===== src/hw/rtl/sitda_pkg.sv =====
// ----------------------------------------------------------------------------
// sitda_pkg
// Shared types and constants for the signed integer to decimal text block.
// ----------------------------------------------------------------------------
package sitda_pkg;

    localparam int VALUE_W    = 32;
    localparam int CHAR_W     = 7;
    localparam int NUM_DIGITS = 10;
    localparam int BCD_W      = 4 * NUM_DIGITS;

    localparam logic [CHAR_W-1:0] DIGIT_BASE_CODE = 7'd48;
    localparam logic [CHAR_W-1:0] MINUS_CODE      = 7'd45;

    typedef enum logic [2:0] {
        S_IDLE,
        S_CONV,
        S_SKIP,
        S_SIGN,
        S_EMIT
    } t_state;

endpackage


===== src/hw/rtl/signed_int_to_decimal_ascii.sv =====
// ----------------------------------------------------------------------------
// signed_int_to_decimal_ascii
// Converts the magnitude by shift-add-3 over all 32 bits, then drops leading zeros,
// after which one character is strobed per cycle, sign first.
// A new request is taken only while idle, after the last character has been strobed;
// the shared add-3/shift unit over 32 bits is busy with one conversion at a time.
// The receiver cannot stall: each character is strobed for one cycle only.
// Reset: synchronous, active low; returns to idle and drops any request.
// ----------------------------------------------------------------------------
module signed_int_to_decimal_ascii (
    input  logic                              i_clk,
    input  logic                              i_rst_n,
    input  logic                              i_start,
    input  logic signed [sitda_pkg::VALUE_W-1:0] i_value,
    output logic                              o_busy,
    output logic                              o_strobe,
    output logic        [sitda_pkg::CHAR_W-1:0]  o_char_code,
    output logic                              o_last
);
    import sitda_pkg::*;

    t_state               r_state, n_state;
    logic                 r_neg, n_neg;
    logic [VALUE_W-1:0]   r_bin, n_bin;
    logic [BCD_W-1:0]     r_bcd, n_bcd;
    logic [4:0]           r_iter, n_iter;
    logic [3:0]           r_ndig, n_ndig;
    logic [BCD_W-1:0]     w_adj;
    logic [VALUE_W-1:0]   w_raw;
    logic                 w_accept;

    assign w_raw    = VALUE_W'(i_value);
    assign w_accept = i_start && !o_busy;
    assign o_busy   = (r_state != S_IDLE);

    always_comb begin
        for (int d = 0; d < NUM_DIGITS; d++) begin
            if (r_bcd[4*d +: 4] >= 4'd5) begin
                w_adj[4*d +: 4] = r_bcd[4*d +: 4] + 4'd3;
            end else begin
                w_adj[4*d +: 4] = r_bcd[4*d +: 4];
            end
        end
    end

    always_comb begin
        n_state     = r_state;
        n_neg       = r_neg;
        n_bin       = r_bin;
        n_bcd       = r_bcd;
        n_iter      = r_iter;
        n_ndig      = r_ndig;
        o_strobe    = 1'b0;
        o_char_code = MINUS_CODE;
        o_last      = 1'b0;
        case (r_state)
            S_IDLE: begin
                if (w_accept) begin
                    n_neg   = w_raw[VALUE_W-1];
                    n_bin   = w_raw[VALUE_W-1] ? (VALUE_W'(0) - w_raw) : w_raw;
                    n_bcd   = '0;
                    n_iter  = '0;
                    n_ndig  = 4'(NUM_DIGITS);
                    n_state = S_CONV;
                end
            end
            S_CONV: begin
                n_bcd  = {w_adj[BCD_W-2:0], r_bin[VALUE_W-1]};
                n_bin  = {r_bin[VALUE_W-2:0], 1'b0};
                n_iter = r_iter + 5'd1;
                if (r_iter == 5'(VALUE_W - 1)) begin
                    n_state = S_SKIP;
                end
            end
            S_SKIP: begin
                // drop leading zeros, keep at least one digit
                if (r_bcd[BCD_W-1 -: 4] == 4'd0 && r_ndig != 4'd1) begin
                    n_bcd  = {r_bcd[BCD_W-5:0], 4'd0};
                    n_ndig = r_ndig - 4'd1;
                end else begin
                    n_state = r_neg ? S_SIGN : S_EMIT;
                end
            end
            S_SIGN: begin
                o_strobe    = 1'b1;
                o_char_code = MINUS_CODE;
                n_state     = S_EMIT;
            end
            S_EMIT: begin
                o_strobe    = 1'b1;
                o_char_code = DIGIT_BASE_CODE + {3'b000, r_bcd[BCD_W-1 -: 4]};
                o_last      = (r_ndig == 4'd1);
                n_bcd       = {r_bcd[BCD_W-5:0], 4'd0};
                n_ndig      = r_ndig - 4'd1;
                if (r_ndig == 4'd1) begin
                    n_state = S_IDLE;
                end
            end
            default: begin
                n_state = S_IDLE;
            end
        endcase
    end

    always_ff @(posedge i_clk) begin
        if (!i_rst_n) begin
            r_state <= S_IDLE;
            r_iter  <= '0;
            r_ndig  <= '0;
        end else begin
            r_state <= n_state;
            r_iter  <= n_iter;
            r_ndig  <= n_ndig;
        end
    end

    always_ff @(posedge i_clk) begin
        r_neg <= n_neg;
        r_bin <= n_bin;
        r_bcd <= n_bcd;
    end

    a_strobe_busy: assert property (@(posedge i_clk) disable iff (!i_rst_n)
        o_strobe |-> o_busy)
        else $error("strobe while idle");

    a_last_strobe: assert property (@(posedge i_clk) disable iff (!i_rst_n)
        o_last |-> o_strobe)
        else $error("last without strobe");

    a_last_idle: assert property (@(posedge i_clk) disable iff (!i_rst_n)
        (o_strobe && o_last) |=> !o_busy)
        else $error("busy after last character");

    a_run_cont: assert property (@(posedge i_clk) disable iff (!i_rst_n)
        (o_strobe && !o_last) |=> o_strobe)
        else $error("gap inside character run");

    a_accept: assert property (@(posedge i_clk) disable iff (!i_rst_n)
        (i_start && !o_busy) |=> (o_busy && !o_strobe))
        else $error("request not taken up");

endmodule

===== config.mk =====
export PLATFORM = sky130hd
export DESIGN_NAME = signed_int_to_decimal_ascii
export DESIGN_NICKNAME = d
export VERILOG_FILES = /design/src/hw/rtl/sitda_pkg.sv /design/src/hw/rtl/signed_int_to_decimal_ascii.sv
export SDC_FILE = /design/constraint.sdc
export NUM_CORES = 1
export LEC_CHECK = 0
export BUFFER_PORTS_ARGS = -buffer_cell sky130_fd_sc_hd__buf_2
export CAP_MARGIN = 25
export CORE_MARGIN = 2
export CORE_UTILIZATION = 45
export DETAILED_ROUTE_END_ITERATION = 6
export PLACE_DENSITY = 0.61
export RECOVER_POWER = 100
export SLEW_MARGIN = 20
export SYNTH_ARGS = -nofsm -noshare
export SYNTH_HDL_FRONTEND = slang
export SYNTH_SLANG_ARGS = --single-unit

===== constraint.sdc =====
create_clock -name i_clk -period 13.12 [get_ports i_clk]
set_clock_uncertainty 0.15 [all_clocks]
set_input_delay 1.968 -clock i_clk [delete_from_list [all_inputs] [get_ports i_clk]]
set_output_delay 1.968 -clock i_clk [all_outputs]
set_load 0.05 [all_outputs]

== After elaboration in Yosys (flattened, before gate mapping) ==
Cells that the tools add are included.
Storage, ports and cells
  input port bits: 35
  register bits: 85
  logic and storage cells: 87
  output and inout bits: 10
Cells by class
  $lt $le $gt $ge: 10
  equality and inequality tests: 12
  muxes and demuxes: 30
  reduce and logical (&&, ||, !) cells: 15
  add/subtract/negate cells: 14
Operators with widths (number)
  $pmux 40 s4: 1
  $mux 40: 2
  $mux 32: 2
  $pmux 32 s2: 1
  $mux 4: 11
  $ge 4x3->1 const B: 10
  $add 4x2->4 const B: 9
  $sub 1x32->32 const A: 1
  $mux 3: 6
  $pmux 3 s5: 1
  $pmux 4 s3: 1
  $ne 2x2->1 const B: 5
  $pmux 5 s2: 1
  $add 6x4->7 const A: 1
  $mux 7: 1
  $eq 3x2->1 const B: 2
  $reduce_and 3->1: 2
  $reduce_bool 3->1: 2
  $add 5x1->5 const B: 1
  $eq 5x5->1 const B: 1
  $mux 5: 1
  $eq 4x1->1 const B: 1
  $logic_not 4->1: 1
  $ne 4x1->1 const B: 1
  13 further kinds: 16

== Logic depth before layout (Yosys ltp) ==
  word-level depth: 5
  depth in mapped cells: 9
  depth with buffers taken out: 7

== Worst setup path before layout ==
OpenSTA, ideal clock, no wires.
  path type: register to register
  start: register r_ndig[1]
  end: register r_bcd[0], enable pin
  stages on the path, launching flop included: 8
  data arrival time: 3997 ps
  library setup time: 493 ps
  path slack: 8480 ps
  cell sequence: dfxtp_1 > inv_1 > ha_1 > or3b_2 > and3_1 > nand2_1 > o21a_1 > o21ai_0
Between the ends
  longest elaborated chain between the ends: 4
Ends and longest elaborated chain
  from (decl): RTL line signed_int_to_decimal_ascii.sv:27  | logic [3:0] r_ndig, n_ndig;
  from (signal assigned): RTL line signed_int_to_decimal_ascii.sv:113  | r_ndig <= n_ndig;
  $ne 4x1->1: RTL line signed_int_to_decimal_ascii.sv:77  | if (r_bcd[BCD_W-1 -: 4] == 4'd0 && r_ndig != 4'd1) begin
  $logic_and 1x1->1: RTL line signed_int_to_decimal_ascii.sv:77
  $ne 2x2->1 (no line)
  $reduce_and 3->1 (no line)
  to (signal assigned): RTL line signed_int_to_decimal_ascii.sv:120  | r_bcd <= n_bcd;
  to (decl): RTL line signed_int_to_decimal_ascii.sv:25  | logic [BCD_W-1:0] r_bcd, n_bcd;
No other way between the ends.
A chain may end at the register's enable or synchronous reset.

== Worst setup path in the final report ==
  start: input port i_start
  end: register r_bcd[12], enable pin
Between the ends
  longest elaborated chain between the ends: 3
Ends and longest elaborated chain
  from (decl): RTL line signed_int_to_decimal_ascii.sv:13  | input logic i_start,
  $logic_and 1x1->1: RTL line signed_int_to_decimal_ascii.sv:33  | assign w_accept = i_start && !o_busy;
  $ne 2x2->1 (no line)
  $reduce_and 3->1 (no line)
No other way between the ends.

==> run_results.csv <==
group,metric,value,unit
detailed_routing,drt_iter0_drc,152,
worst_setup_path,slowest_delay,1.63,ns
synthesis,synthCells,561,
pwr,p_int,529.5,µW
clock_tree,cts_resized,0,
detailed_routing,drc_errors,0,
pwr,power_switching,200.5,µW
sta,relSlewSlack,-0.5232,
detailed_routing,via_per_inst,5.595,
outcome,violations,"max-capacitance violations, max-slew violations",
synthesis,async_flop_share,0,
worst_setup_path,critical-path-top-delay-family,"buffers and inverters",
global_route,grt_pass1_wl,18210,µm
clock_tree,hold_buffers,0,
clock_tree,cts_setup_buffers,0,
sta,tightest_slew,2.285,ns
pwr,max-vdd-ir-drop,0.00005605,V
placement,hpwl,7124,µm
clock_tree,clk_pin_slew,0.06,ns
sta,max_clock_freq,225.4,MHz
synthesis,synth_nets,622,
sta,rsz0062_at_grt,"no",
detailed_routing,routed_wirelength,10640,µm
detailed_routing,antenna_left,0,
synthesis,synth_ff_type,"edfxtp_1",
clock_tree,cts_tree,"built",
sta,slew_violations,164,
sta,post-route-period-util,0.3381,
pwr,powerDensity,124.8,nW/µm²
worst_setup_path,cp.arrival,4.20,ns
synthesis,seq_area_frac_synth,0.4583,
synthesis,ys_ff_latch,85,
min_path,hp-class,"register to register",
floorplan,die_x,112.6,µm
global_route,grt_pass1_vias,3994,
global_route,gr-total-overflow,0,
global_route,antenna_found_initial,0,
pwr,power,730.0,µW
clock_tree,worstSkewPairLatency,0.34,ns
clock_tree,root_buffer,"clkbuf_16",
final_layout,syn_to_final_growth,10.21,%
synthesis,yosys_warnings,0,
pwr,power_frac_seq,0.490,
floorplan,die_y,112.6,µm
sta,fin_ws,8.684,ns
outcome,outcome,"finished, violations left",
detailed_routing,drtPass1Iterations,4,
final_layout,drive_above_1_share,0.08432,
final_layout,n_antenna_cell,0,
synthesis,syn_avg_cell_area,9.461,µm²
floorplan,io_pins,45,
final_layout,fin_nets,649,
job,cap_violations,4,
detailed_routing,vias,4118,
worst_setup_path,crit_fanout,40,
synthesis,syn_area,5308,µm²
clock_tree,numCtsBuffers,9,
global_route,grtUsageTotal,0.1748,
placement,place_ws,8.426,ns
global_route,grt_max_degree,51,
pwr,pwr-share-clk,0.341,
clock_tree,cts_buffer_depth,2,
worst_setup_path,worst_ep_required_time,12.88,ns
final_layout,stdcell_count,736,
detailed_routing,wl_per_cell,14.46,µm
floorplan,rows,39,
worst_setup_path,slowest_stage,"clkbuf_1",
synthesis,ys_types,51,
pwr,leakage,2.146,nW
sta,finalSetupTns,0,ns
placement,dp_cells,720,
worst_setup_path,critPathLaunchType,"input pin",
floorplan,initial_core_util,0.4628,
worst_setup_path,path_class,"input pin to register",
pwr,comb_power_share,0.169,
floorplan,core_area,11470,µm²
worst_setup_path,cp-end-kind,"register",
clock_tree,cts.sinks,85,
sta,hold_viol,0,
worst_setup_path,worstPathCellList,"clkbuf_1 -> o21ba_1 -> nand2_1 -> o21ai_4 -> clkbuf_1",
clock_tree,h-tree-depth,3,
sta,period_needed,4.436,ns
floorplan,die_area,12680,µm²
worst_setup_path,crit_top_cell,"clkbuf_1",
synthesis,synth_edf_count,73,
placement,io_buffers,42,
worst_setup_path,crit_buf_inv,2,
sta,setup_viol,0,
placement,place.gp.congestion,0.8082,
pwr,switching_share,0.2746,
[power groups by stage]
stage / Clock (mW) / Sequential, mW / Combinational [mW]
after global placement: 0 / 0.361 / 0.121
after CTS: 0.254 / 0.357 / 0.126
final: 0.249 / 0.358 / 0.123
after global routing: 0.264 / 0.363 / 0.142
after detailed placement: 0 / 0.363 / 0.126
after floorplan: 0 / 0.356 / 0.0958
[Yosys cell counts (all sizes together), types with 3 or more instances]
library cell | number | area (µm²)
inv | 29 | 108.9
buf | 7 | 42.53
edfxtp | 73 | 2192
clkbuf | 24 | 90.09
nand2b | 14 | 87.58
nor3b | 15 | 112.6
or2 | 3 | 18.77
dfxtp | 12 | 240.2
o31ai | 14 | 105.1
o21ai | 76 | 380.4
a21boi | 3 | 22.52
xnor2 | 12 | 105.1
nor2 | 23 | 86.33
o41ai | 13 | 140.1
or3 | 10 | 62.56
a21oi | 40 | 200.2
nand2 | 72 | 270.3
or4 | 7 | 52.55
nand3 | 3 | 15.01
nor3 | 8 | 40.04
nor4 | 3 | 18.77
and3 | 5 | 31.28
a22o | 4 | 35.03
nor2b | 6 | 37.54
xor2 | 32 | 280.3
ha | 26 | 325.3
a22oi | 4 | 30.03
[through the flow]
step             util  hold WS, ns  cell area [µm²]
6_report       0.5101       0.3523             5849
5_1_grt        0.5101       0.3839             5849
4_1_cts        0.5155       0.3501             5912
3_5_place_dp   0.4902       0.3475             5622
3_3_place_gp   0.4902       0.3281             5622
2_1_floorplan       -       0.3099             5308
[cells by family (layout without fill, tap and decap cells)]
| kind of cell | count (synthesis) | after routing | share of synthesized area |
|---|---|---|---|
| other | 2 | 2 | 0.001415 |
| buffers and inverters | 60 | 92 | 0.04550 |
| adder cells (fa/ha/maj) | 26 | 26 | 0.06129 |
| XOR/XNOR | 44 | 44 | 0.07261 |
| AND/OR/NAND/NOR | 179 | 179 | 0.1716 |
| multiplexers | 1 | 1 | 0.001886 |
| flip-flops | 85 | 85 | 0.4583 |
| AO/OA/AOI/OAI | 164 | 164 | 0.1874 |
[final cells by class]
type	count	area, µm²
clock buffers	13	271.5
clock inverters	3	18.77
fillers	1059	5618
inverters	29	108.9
multi-input cells	416	2623
flip-flops and latches	85	2432
well taps	143	178.9
repair buffers	47	216.5
[metal layers]
metal	vias up	wire length, µm	track usage
met5	-	0	0
met4	0	109	0.04959
met3	10	307	0.04104
li1	2074	-	-
met1	1983	5259	0.2257
met2	51	4968	0.2942
[layout by cell type, fill, tap and decap left out, types with 13 or more instances in the layout]
master     n
a21oi_1   39
buf_2     29
clkbuf_1  19
edfxtp_1  73
ha_1      26
inv_1     29
nand2_1   72
nand2b_1  14
nor2_1    23
nor3b_1   15
o21ai_0   75
o31ai_1   14
o41ai_1   13
xor2_1    32
[flip-flops by register name, indices dropped and copies added (netlist names)]
signal / cells
r_bcd: 40
r_bin: 32
r_iter: 5
r_ndig: 4
r_neg: 1
r_state: 3
[worst min-delay path: stages (launching register included)]
cell	delay (ns)
dfxtp_1	0.33
nand2_1	0.06
o21ai_0	0.06
[final timing paths]
kind              startpoint   endpoint  slack, ns  cells after the start
hold / removal     r_ndig[0]  r_ndig[0]       0.35                      2
setup reg to reg  r_state[0]  r_bin[29]       9.27                      4
setup / recovery     i_start  r_bcd[12]       8.68                      5
hold reg to reg    r_ndig[0]  r_ndig[0]       0.35                      2
Note: power is estimated with default switching activity, not from simulation.
